===== config.mk =====
export PLATFORM = sky130hd
export DESIGN_NAME = zero_drift_curve_interpolator_unit
export DESIGN_NICKNAME = d
export VERILOG_FILES = /design/src/rtl/zdci_pkg.sv /design/src/rtl/zdci_ctrl.sv /design/src/rtl/zdci_datapath.sv /design/src/rtl/zero_drift_curve_interpolator_unit.sv
export SDC_FILE = /design/constraint.sdc
export NUM_CORES = 2
export LEC_CHECK = 0
export BUFFER_PORTS_ARGS = -buffer_cell sky130_fd_sc_hd__buf_2
export CAP_MARGIN = 20
export CORE_MARGIN = 2
export CORE_UTILIZATION = 30
export CTS_BUF_LIST = sky130_fd_sc_hd__clkbuf_8
export DETAILED_ROUTE_END_ITERATION = 12
export GPL_TIMING_DRIVEN = 1
export PLACE_DENSITY = 0.47
export SYNTH_ARGS = -nofsm -noshare
export SYNTH_HDL_FRONTEND = slang
export SYNTH_SLANG_ARGS = --single-unit

===== constraint.sdc =====
create_clock -name clock -period 13.75 [get_ports clock]
set_clock_uncertainty 0.2 [all_clocks]
set_input_delay 1.375 -clock clock [delete_from_list [all_inputs] [get_ports clock]]
set_output_delay 1.375 -clock clock [all_outputs]
set_load 0.02 [all_outputs]

===== src/rtl/zdci_pkg.sv =====
package zdci_pkg;

   localparam int NODE_COUNT = 21;
   localparam int SEG_W      = $clog2(NODE_COUNT);
   localparam int TIME_W     = 32;
   localparam int CNT_W      = 15;
   localparam int PROD_W     = TIME_W + CNT_W;
   localparam int MAG_W      = PROD_W + 1;
   localparam int DIV_W      = TIME_W + CNT_W - 1;
   localparam int STEP_W     = $clog2(CNT_W);
   localparam int REQ_DATA_W = 32;
   localparam int RSP_DATA_W = 16;

   typedef enum logic [2:0] {
      ST_IDLE,
      ST_SEARCH,
      ST_MULT,
      ST_PREP,
      ST_DIVIDE,
      ST_WRITE
   } state_type;

   typedef struct packed {
      logic load;
      logic seg_step;
      logic mult;
      logic prep;
      logic div_step;
      logic write;
   } cmd_type;

   typedef struct packed {
      logic clamp;
      logic seg_more;
      logic div_last;
      logic out_free;
   } status_type;

   function automatic logic [TIME_W-1:0] node_time(input logic [SEG_W-1:0] idx);
      logic [TIME_W-1:0] t;
      unique case (idx)
         5'd0:    t = 32'd0;
         5'd1:    t = 32'd1000;
         5'd2:    t = 32'd2000;
         5'd3:    t = 32'd3000;
         5'd4:    t = 32'd4000;
         5'd5:    t = 32'd5000;
         5'd6:    t = 32'd6000;
         5'd7:    t = 32'd8000;
         5'd8:    t = 32'd10000;
         5'd9:    t = 32'd15000;
         5'd10:   t = 32'd20000;
         5'd11:   t = 32'd30000;
         5'd12:   t = 32'd45000;
         5'd13:   t = 32'd60000;
         5'd14:   t = 32'd75000;
         5'd15:   t = 32'd90000;
         5'd16:   t = 32'd120000;
         5'd17:   t = 32'd150000;
         5'd18:   t = 32'd180000;
         5'd19:   t = 32'd220000;
         5'd20:   t = 32'd300000;
         default: t = 32'd300000;
      endcase
      return t;
   endfunction

   function automatic logic [CNT_W-1:0] node_counts(input logic [SEG_W-1:0] idx);
      logic [CNT_W-1:0] c;
      unique case (idx)
         5'd0:    c = 15'd16223;
         5'd1:    c = 15'd15286;
         5'd2:    c = 15'd15200;
         5'd3:    c = 15'd15155;
         5'd4:    c = 15'd15099;
         5'd5:    c = 15'd15053;
         5'd6:    c = 15'd15048;
         5'd7:    c = 15'd14953;
         5'd8:    c = 15'd14966;
         5'd9:    c = 15'd15296;
         5'd10:   c = 15'd15424;
         5'd11:   c = 15'd15614;
         5'd12:   c = 15'd16016;
         5'd13:   c = 15'd16319;
         5'd14:   c = 15'd16606;
         5'd15:   c = 15'd16800;
         5'd16:   c = 15'd17670;
         5'd17:   c = 15'd18540;
         5'd18:   c = 15'd19410;
         5'd19:   c = 15'd20570;
         5'd20:   c = 15'd22890;
         default: c = 15'd22890;
      endcase
      return c;
   endfunction

endpackage


===== src/rtl/zdci_ctrl.sv =====
module zdci_ctrl (
   input  logic                  clock,
   input  logic                  reset,
   input  logic                  req_tvalid,
   output logic                  req_tready,
   input  zdci_pkg::status_type  status,
   output zdci_pkg::cmd_type     cmd
);

   zdci_pkg::state_type state_ff;
   zdci_pkg::state_type state_in;

   always_ff @(posedge clock) begin
      if (reset) begin
         state_ff <= zdci_pkg::ST_IDLE;
      end else begin
         state_ff <= state_in;
      end
   end

   always_comb begin
      state_in = state_ff;
      unique case (state_ff)
         zdci_pkg::ST_IDLE: begin
            if (req_tvalid) begin
               state_in = zdci_pkg::ST_SEARCH;
            end
         end
         zdci_pkg::ST_SEARCH: begin
            priority if (status.clamp) begin
               state_in = zdci_pkg::ST_WRITE;
            end else if (!status.seg_more) begin
               state_in = zdci_pkg::ST_MULT;
            end
         end
         zdci_pkg::ST_MULT:   state_in = zdci_pkg::ST_PREP;
         zdci_pkg::ST_PREP:   state_in = zdci_pkg::ST_DIVIDE;
         zdci_pkg::ST_DIVIDE: begin
            if (status.div_last) begin
               state_in = zdci_pkg::ST_WRITE;
            end
         end
         zdci_pkg::ST_WRITE: begin
            if (status.out_free) begin
               state_in = zdci_pkg::ST_IDLE;
            end
         end
         default: state_in = zdci_pkg::ST_IDLE;
      endcase
   end

   always_comb begin
      cmd        = '0;
      req_tready = 1'b0;
      unique case (state_ff)
         zdci_pkg::ST_IDLE: begin
            req_tready = 1'b1;
            cmd.load   = req_tvalid;
         end
         zdci_pkg::ST_SEARCH: cmd.seg_step = !status.clamp && status.seg_more;
         zdci_pkg::ST_MULT:   cmd.mult     = 1'b1;
         zdci_pkg::ST_PREP:   cmd.prep     = 1'b1;
         zdci_pkg::ST_DIVIDE: cmd.div_step = 1'b1;
         zdci_pkg::ST_WRITE:  cmd.write    = status.out_free;
         default: cmd = '0;
      endcase
   end

endmodule


===== src/rtl/zdci_datapath.sv =====
module zdci_datapath (
   input  logic                              clock,
   input  logic                              reset,
   input  logic [zdci_pkg::REQ_DATA_W-1:0]   req_tdata,
   output logic                              rsp_tvalid,
   input  logic                              rsp_tready,
   output logic [zdci_pkg::RSP_DATA_W-1:0]   rsp_tdata,
   input  zdci_pkg::cmd_type                 cmd,
   output zdci_pkg::status_type              status
);

   logic [zdci_pkg::TIME_W-1:0] t_ff;
   logic                        lo_ff;
   logic                        hi_ff;
   logic [zdci_pkg::SEG_W-1:0]  seg_ff;
   logic [zdci_pkg::SEG_W-1:0]  seg_in;
   logic [zdci_pkg::SEG_W-1:0]  seg_next;
   logic [zdci_pkg::PROD_W-1:0] prod_ff;
   logic [zdci_pkg::TIME_W-1:0] span_ff;
   logic [zdci_pkg::CNT_W-1:0]  base_ff;
   logic                        neg_ff;
   logic [zdci_pkg::MAG_W-1:0]  mag_ff;
   logic [zdci_pkg::MAG_W-1:0]  mag_in;
   logic [zdci_pkg::DIV_W-1:0]  div_ff;
   logic [zdci_pkg::CNT_W-1:0]  q_ff;
   logic [zdci_pkg::STEP_W-1:0] step_ff;
   logic [zdci_pkg::STEP_W-1:0] step_in;
   logic                        rsp_valid_ff;
   logic                        rsp_valid_in;
   logic [zdci_pkg::CNT_W-1:0]  rsp_data_ff;
   logic [zdci_pkg::CNT_W-1:0]  rsp_data_in;

   logic [zdci_pkg::TIME_W-1:0] t_lo;
   logic [zdci_pkg::CNT_W-1:0]  c_lo;
   logic [zdci_pkg::CNT_W-1:0]  c_hi;
   logic                        neg;
   logic [zdci_pkg::CNT_W-1:0]  dmag;
   logic [zdci_pkg::TIME_W-1:0] offs;
   logic                        ge;

   assign seg_next = seg_ff + 1'b1;
   assign t_lo     = zdci_pkg::node_time(seg_ff);
   assign c_lo     = zdci_pkg::node_counts(seg_ff);
   assign c_hi     = zdci_pkg::node_counts(seg_next);
   assign neg      = c_hi < c_lo;
   assign dmag     = neg ? (c_lo - c_hi) : (c_hi - c_lo);
   assign offs     = t_ff - t_lo;
   assign ge       = mag_ff >= zdci_pkg::MAG_W'(div_ff);

   always_comb begin
      seg_in = seg_ff;
      if (cmd.load) begin
         seg_in = '0;
      end else if (cmd.seg_step) begin
         seg_in = seg_next;
      end
   end

   always_comb begin
      mag_in  = mag_ff;
      step_in = step_ff;
      if (cmd.prep) begin
         mag_in  = {1'b0, prod_ff} + zdci_pkg::MAG_W'(span_ff >> 1);
         step_in = zdci_pkg::STEP_W'(zdci_pkg::CNT_W - 1);
      end else if (cmd.div_step) begin
         if (ge) begin
            mag_in = mag_ff - zdci_pkg::MAG_W'(div_ff);
         end
         if (step_ff != '0) begin
            step_in = step_ff - 1'b1;
         end
      end
   end

   always_comb begin
      priority if (lo_ff) begin
         rsp_data_in = zdci_pkg::node_counts('0);
      end else if (hi_ff) begin
         rsp_data_in = zdci_pkg::node_counts(zdci_pkg::SEG_W'(zdci_pkg::NODE_COUNT - 1));
      end else if (neg_ff) begin
         rsp_data_in = base_ff - q_ff;
      end else begin
         rsp_data_in = base_ff + q_ff;
      end
   end

   always_comb begin
      rsp_valid_in = rsp_valid_ff;
      if (cmd.write) begin
         rsp_valid_in = 1'b1;
      end else if (rsp_tready) begin
         rsp_valid_in = 1'b0;
      end
   end

   always_ff @(posedge clock) begin
      if (reset) begin
         seg_ff       <= '0;
         step_ff      <= '0;
         rsp_valid_ff <= 1'b0;
      end else begin
         seg_ff       <= seg_in;
         step_ff      <= step_in;
         rsp_valid_ff <= rsp_valid_in;
      end
   end

   always_ff @(posedge clock) begin
      mag_ff <= mag_in;
      if (cmd.load) begin
         t_ff  <= req_tdata[zdci_pkg::TIME_W-1:0];
         lo_ff <= req_tdata[zdci_pkg::TIME_W-1:0] <= zdci_pkg::node_time('0);
         hi_ff <= req_tdata[zdci_pkg::TIME_W-1:0]
                  >= zdci_pkg::node_time(zdci_pkg::SEG_W'(zdci_pkg::NODE_COUNT - 1));
      end
      if (cmd.mult) begin
         prod_ff <= {{zdci_pkg::TIME_W{1'b0}}, dmag} * {{zdci_pkg::CNT_W{1'b0}}, offs};
         span_ff <= zdci_pkg::node_time(seg_next) - t_lo;
         base_ff <= c_lo;
         neg_ff  <= neg;
      end
      if (cmd.prep) begin
         div_ff <= {span_ff, {(zdci_pkg::CNT_W - 1){1'b0}}};
         q_ff   <= '0;
      end else if (cmd.div_step) begin
         div_ff <= div_ff >> 1;
         q_ff   <= {q_ff[zdci_pkg::CNT_W-2:0], ge};
      end
      if (cmd.write) begin
         rsp_data_ff <= rsp_data_in;
      end
   end

   assign status.clamp    = lo_ff | hi_ff;
   assign status.seg_more = (seg_ff < zdci_pkg::SEG_W'(zdci_pkg::NODE_COUNT - 2))
                            && (t_ff > zdci_pkg::node_time(seg_next));
   assign status.div_last = step_ff == '0;
   assign status.out_free = !rsp_valid_ff || rsp_tready;

   assign rsp_tvalid = rsp_valid_ff;
   assign rsp_tdata  = zdci_pkg::RSP_DATA_W'(rsp_data_ff);

   a_seg_range: assert property (@(posedge clock) disable iff (reset)
      seg_ff <= zdci_pkg::SEG_W'(zdci_pkg::NODE_COUNT - 2))
      else $error("segment index beyond last segment");

   a_step_range: assert property (@(posedge clock) disable iff (reset)
      step_ff <= zdci_pkg::STEP_W'(zdci_pkg::CNT_W - 1))
      else $error("division step count out of range");

   a_div_bound: assert property (@(posedge clock) disable iff (reset)
      cmd.div_step |-> (mag_ff < {1'b0, div_ff, 1'b0}))
      else $error("partial remainder escaped divisor bound");

   a_write_clears_stall: assert property (@(posedge clock) disable iff (reset)
      cmd.write |=> rsp_tvalid)
      else $error("result register not loaded");

endmodule


===== src/rtl/zero_drift_curve_interpolator_unit.sv =====
// Inputs at or beyond the curve ends go from the search state straight to the write.
// Otherwise, with k the segment index (0..19), the unit runs k + 1 search compares,
// a multiply, a setup step, a 15-step shift-subtract divider and a write.
// No request is taken until the result is written; a waiting result stalls the write.
// Reset: synchronous, active high; clears the controller and the result valid.
module zero_drift_curve_interpolator_unit (
   input  logic                            clock,
   input  logic                            reset,
   input  logic                            req_tvalid,
   output logic                            req_tready,
   input  logic [zdci_pkg::REQ_DATA_W-1:0] req_tdata,   // [31:0] uptime_ms
   output logic                            rsp_tvalid,
   input  logic                            rsp_tready,
   output logic [zdci_pkg::RSP_DATA_W-1:0] rsp_tdata    // [14:0] zero_counts, [15] zero
);

   zdci_pkg::cmd_type    cmd;
   zdci_pkg::status_type status;

   zdci_ctrl u_ctrl (
      .clock      (clock),
      .reset      (reset),
      .req_tvalid (req_tvalid),
      .req_tready (req_tready),
      .status     (status),
      .cmd        (cmd)
   );

   zdci_datapath u_datapath (
      .clock      (clock),
      .reset      (reset),
      .req_tdata  (req_tdata),
      .rsp_tvalid (rsp_tvalid),
      .rsp_tready (rsp_tready),
      .rsp_tdata  (rsp_tdata),
      .cmd        (cmd),
      .status     (status)
   );

endmodule


* Word level (Yosys, flattened, before mapping)
Memories as Yosys holds them, arrays and structs flattened. A register that Yosys moved wholly into a read port is not among the register bits.
Index checks and enable logic that the tools add are counted.
** Word-level totals
- Bits in registers :: 266
- Bits in latches :: 0
- RAM bits :: 0
- Bits in read-only memories :: 2496
- Input port bits :: 36
- Output and inout bits :: 18
- Word-level logic and storage cells :: 100
- Memories kept :: 5
** Memories
- (name not given) :: words 32, bits a word 16, read ports 1, clocked after memory_dff 0, wr ports 0, line zdci_pkg.sv:41 : unique case (idx)
- (name not given) :: words 32, bits a word 16, read ports 1, clocked after memory_dff 0, wr ports 0, line zdci_pkg.sv:41
- (name not given) :: words 32, bits a word 16, read ports 1, clocked after memory_dff 1, wr ports 0, line zdci_pkg.sv:41
- (name not given) :: words 32, bits a word 15, read ports 1, clocked after memory_dff 0, wr ports 0, line zdci_pkg.sv:70 : unique case (idx)
- (name not given) :: words 32, bits a word 15, read ports 1, clocked after memory_dff 1, wr ports 0, line zdci_pkg.sv:70
** Operators by class
- $add $sub $neg :: 10
- Multipliers :: 1
- Divide/modulo/power cells :: 0
- $lt $le $gt $ge :: 6
- Equality and inequality tests :: 9
- Shift-type cells :: 0
- Muxes and demuxes :: 31
- Bitwise gates (word level) :: 1
- Reductions and logical operators :: 19
** Operator list (count)
- 2-to-1 mux 48 bit :: 3
- 2-to-1 mux 46 bit :: 2
- subtractor 32 bit :: 2
- adder 47 x 31 -> 48 bit :: 1
- >= comparator 48 x 46 -> 1 bit :: 1
- subtractor 48 x 46 -> 48 bit :: 1
- multiplier 15 x 32 -> 47 bit :: 1
- 2-to-1 mux 15 bit :: 3
- subtractor 15 bit :: 3
- >= comparator 32 x 19 -> 1 bit (second input constant) :: 1
- > comparator 32 bit :: 1
- less-or-equal comparator 32 x 1 -> 1 bit (second input constant) :: 1
- 2-to-1 mux 32 bit :: 1
- 2-to-1 mux 5 bit :: 4
- case mux 3 bit (6 select lines) :: 1
- adder 15 bit :: 1
- < comparator 15 bit :: 1
- 2-to-1 mux 3 bit :: 5
- 2-to-1 mux 4 bit :: 3
- 2-to-1 mux 1 bit :: 9
- nonzero test 2 bit :: 4
- equality test 3 x 2 -> 1 bit (second input constant) :: 2
- equality test 3 bit (second input constant) :: 2
- AND reduction 2 bit :: 3
- other kinds (16) :: 21

* Logic depth before layout (Yosys ltp)
An unclocked memory read counts as a cell.
- Word-level depth :: 8
- Depth in mapped cells :: 45
- Gate-level depth less buffers :: 42

* Hierarchy
From an unflattened synthesis, not the netlist that was laid out.
** Second synthesis, totals
- Cells, all modules :: 4037
- Area, all modules :: 35848.1 um2
** By module, submodules not included
- zdci_datapath :: times used 1, cells each 4008, area each 35630.4 um2, seq. area each 8007.7 um2
- zdci_ctrl :: times used 1, cells each 29, area each 217.7 um2, seq. area each 60.1 um2

* Worst setup path before layout
OpenSTA, ideal clock, no wires.
- Kind :: register -> register
- Start :: register u_datapath.seg_ff[0] (netlist name)
- End :: register u_datapath.prod_ff[43] (netlist name), data pin
- Arrival time :: 10.659 ns
- Required time :: 13.291 ns
- Slack :: 2.632 ns
- Stages on the path, launching flop included :: 42
- Buffers on the path :: 3
- Period minus slack after synthesis :: 11.118 ns
- Cell sequence :: dfxtp_1 > ha_1 > inv_1 > ha_1 > clkbuf_1 > inv_1 > ha_1 > a21oi_1 > nor2_1 > a31o_2 > ha_1 > o21ai_0 > a21oi_1 > o21a_1 > nand2_1 > a21o_1 > a21oi_1 > buf_2 > (+6 left out) > fa_1 > fa_1 > fa_1 > fa_1 > inv_1 > fa_1 > inv_1 > ha_1 > a21oi_1 > o21ai_0 > or4b_2 > or4_1 > a31oi_1 > o21ai_0 > a31oi_1 > o21ai_0 > a21oi_1 > xnor2_1
** On the way
- Cells in the longest elaborated chain, start to end :: 5
- Elaborated cells between the ends (all ways) :: 7
** Ends and longest elaborated chain
- start: declaration :: line zdci_datapath.sv:15 : logic [zdci_pkg::SEG_W-1:0] seg_ff;
- start signal: assignment :: line zdci_datapath.sv:102 : seg_ff <= seg_in;
- adder 5 x 1 -> 5 bit * :: line zdci_datapath.sv:41 : assign seg_next = seg_ff + 1'b1;
- named net u_datapath.seg_next, one bit :: line zdci_datapath.sv:17 : logic [zdci_pkg::SEG_W-1:0] seg_next;
- memory (32 x 15 bit) *
- subtractor 15 bit / < comparator 15 bit (equally long branches) :: line zdci_datapath.sv:46, zdci_datapath.sv:45
- 2-to-1 mux 15 bit * :: line zdci_datapath.sv:46 : assign dmag = neg ? (c_lo - c_hi) : (c_hi - c_lo);
- multiplier 15 x 32 -> 47 bit * :: line zdci_datapath.sv:117 : prod_ff <= {{zdci_pkg::TIME_W{1'b0}}, dmag} * {{zdci_pkg::CNT_W{1'b0}}, offs};
- end signal: assignment :: line zdci_datapath.sv:117
- end: declaration :: line zdci_datapath.sv:18 : logic [zdci_pkg::PROD_W-1:0] prod_ff;
The timed path passes the listed nets; every way through them passes the cells marked *.
A chain may end at the register's enable or synchronous reset.

* Final worst setup path
Same ends and word-level chain as after synthesis.

==> impl_metrics.json <==
{
  "status": "completed",
  "power_density_nw_per_um2": 225,
  "cp-start-kind": "flop",
  "firstDrtPassIters": 6,
  "clockBufferDepth": 3,
  "path_max_fanout": 23,
  "synth_largest_area_cell": "fa_1",
  "p_leak_nw": 17.2,
  "antenna_found_initial": 3,
  "drv_slew": 0,
  "clk-insertion-delay-late_ns": 0.72,
  "initial_core_util_pct": 30.2,
  "setup-violations-final": 0,
  "period_needed_ns": 12.85,
  "vdd_drop_max_v": 0.000303,
  "ys_seq_area_share_pct": 23.0,
  "avgSynthCellArea_um2": 8.99,
  "seqPwrFrac_pct": 15.8,
  "final_common_cell": "inv_1",
  "path_buf_inv": 6,
  "min_path_type": "reg -> reg",
  "clk_pin_slew_worst_paths_ns": 0.06,
  "max_stage_delay_ns": 0.73,
  "dp_slack_ns": 0.801,
  "pwr-share-clk_pct": 11.0,
  "ff2ff_setup_slack_ns": 0.90,
  "internal_power_mw": 4.40,
  "crit_slowest_cell": "dfxtp_1",
  "cts_resized": 0,
  "num_rows": 125,
  "crit_path_end_kind": "flop",
  "post_route_cells_drive_above_1_share_pct": 6.38,
  "finalHoldViolations": 0,
  "cts_tree": "yes",
  "grt_remaining_overflow": 0,
  "tightest_slew_ns": 1.16,
  "rsz0062_at_grt": "false",
  "final_cells": 5489,
  "grt_pass1_wl_mm": 165,
  "syn_nets": 4641,
  "drv_cap": 0,
  "nets": 4658,
  "drc": 0,
  "netlist_area_um2": 35000,
  "fin_crit_sh_pct": 93.5,
  "grt_max_degree": 69,
  "ys_top_cells_by_area": "fa_1, edfxtp_1, ha_1",
  "cts_buffers": 57,
  "ys_warn_count": 0,
  "crit_family": "adder cells",
  "synth_cell_types": 88,
  "die_x_um": 346,
  "wl_per_cell_um": 19.3,
  "wl_mm": 106,
  "swShare_pct": 49.2,
  "design_area_um2": 38400,
  "dpl.hpwl_mm": 85.2,
  "core_area_um2": 116000,
  "die_y_um": 346,
  "hold_ws_ns": 0.262,
  "ant_nets": 0,
  "slew_headroom_pct": 22.6,
  "synth_edf_count": 220,
  "grt_usage_pct": 17.8,
  "place.port_buffers": 52,
  "synthFlopType": "edfxtp_1",
  "syn_to_final_growth_pct": 9.72,
  "combPwrFrac_pct": 73.2,
  "num_vias": 27100,
  "place_congestion": 0.879,
  "final_cell_mix": "inv_1, nand2_1, fa_1",
  "max_freq_mhz": 77.8,
  "cp_common_cell": "fa_1",
  "ctsHoldBuffers": 0,
  "arrival_ns": 13.11,
  "critPathRequiredTime_ns": 14.01,
  "dp_cells": 5379,
  "cts-root-buf": "clkbuf_8",
  "drtIter0Drc": 1898,
  "placed_cell_area_um2": 37200,
  "postLayoutSetupSlackWorst_ns": 0.898,
  "fin_util_pct": 33.1,
  "synth_top_area_share_pct": 22.6,
  "synthCells": 3899,
  "async_flop_share_pct": 0,
  "grt_pass1_vias": 27800,
  "ios": 54,
  "vias_per_cell": 4.93,
  "dieArea_um2": 120000,
  "ys_seq_elements": 293,
  "htree_levels": 2,
  "tns_ns": 0,
  "finalPower_mw": 8.65,
  "worstSetupPathType": "reg -> reg",
  "switchingPower_mw": 4.25,
  "cts.sinks": 293,
  "post_cts_buffers": 0
}
## tightest hold or removal path: cells and delay by family (launching register included)
kind | cells | cell delay [ns]
and+or+nand+nor | 1 | 0.05
DFF | 1 | 0.33
AOI/OAI and AO/OA | 1 | 0.05
## cells in the mapped netlist, types with 19 or more instances
| master | instances |
|---|---|
| a211oi_1 | 20 |
| a21o_1 | 110 |
| a21oi_1 | 252 |
| a31oi_1 | 29 |
| and2_1 | 68 |
| and3_1 | 25 |
| clkbuf_1 | 127 |
| dfxtp_1 | 73 |
| edfxtp_1 | 220 |
| fa_1 | 395 |
| ha_1 | 311 |
| inv_1 | 561 |
| mux2i_1 | 24 |
| nand2_1 | 476 |
| nand2b_1 | 51 |
| nand3_1 | 41 |
| nand4_1 | 28 |
| nor2_1 | 296 |
| nor2b_1 | 32 |
| nor3_1 | 48 |
| o21a_1 | 24 |
| o21ai_0 | 165 |
| o21bai_1 | 31 |
| o22ai_1 | 21 |
| or3_1 | 19 |
| xnor2_1 | 132 |
| xor2_1 | 95 |
## per-layer routing
layer / share of wire [%] / GRT usage (%)
met5: 0 / 0
met4: 2.6 / 5.32
met3: 5.5 / 3.10
met2: 46 / 28.8
met1: 46 / 24.3
## sequential cells by signal, indices dropped and copies added, names as in the netlist
| name | count |
|---|---|
| u_ctrl.state_ff | 3 |
| u_datapath.base_ff | 15 |
| u_datapath.c_lo | 15 |
| u_datapath.div_ff | 46 |
| u_datapath.hi_ff | 1 |
| u_datapath.lo_ff | 1 |
| u_datapath.mag_ff | 48 |
| u_datapath.neg_ff | 1 |
| u_datapath.prod_ff | 47 |
| u_datapath.q_ff | 15 |
| u_datapath.rsp_data_ff | 15 |
| u_datapath.rsp_tvalid | 1 |
| u_datapath.seg_ff | 5 |
| u_datapath.span_ff | 28 |
| u_datapath.step_ff | 4 |
| u_datapath.t_ff | 32 |
| u_datapath.t_lo | 16 |
## power groups by stage
stage          clock network [mW]  registers (mW)  logic, mW
2_1_floorplan                   0            1.37       4.76
3_3_place_gp                    0            1.39       6.34
3_5_place_dp                    0            1.39       6.34
4_1_cts                     0.993            1.37       6.38
5_1_grt                      1.03            1.38       7.25
6_report                    0.952            1.37       6.33
## final cells by class
class | instances | area [um^2]
Multi-Input combinational cell | 2893 | 24400
Fill cell | 12200 | 77600
Clock buffer | 62 | 853
Antenna cell | 2 | 5.00
Tap cell | 1524 | 1910
Inverter | 563 | 2110
Timing Repair Buffer | 108 | 692
Clock inverter | 44 | 363
Sequential cell | 293 | 8070
## logic make-up (layout without fill, tap and decap cells)
family | Yosys count | in the layout | share of synthesized area, %
buf+inv | 713 | 777 | 7.74
mux | 29 | 29 | 0.889
xor+xnor | 228 | 228 | 5.72
fa+ha+maj | 706 | 706 | 33.7
simple gates | 1137 | 1137 | 14.7
compound gates | 792 | 792 | 14.2
flops | 293 | 293 | 23.0
other cells | 1 | 3 | 0.0107
## final timing paths
path                                                        start                                 to  cells past startpoint
worst min-delay path            u_datapath.div_ff[0]$_SDFFE_PP0P_  u_datapath.div_ff[0]$_SDFFE_PP0P_                      2
worst min register to register  u_datapath.div_ff[0]$_SDFFE_PP0P_  u_datapath.div_ff[0]$_SDFFE_PP0P_                      2
worst max-delay path            u_datapath.seg_ff[0]$_SDFFE_PP0P_   u_datapath.prod_ff[43]$_DFFE_PP_                     38
worst max register to register  u_datapath.seg_ff[0]$_SDFFE_PP0P_   u_datapath.prod_ff[43]$_DFFE_PP_                     38
No activity file was read; power rests on OpenSTA's default activity.
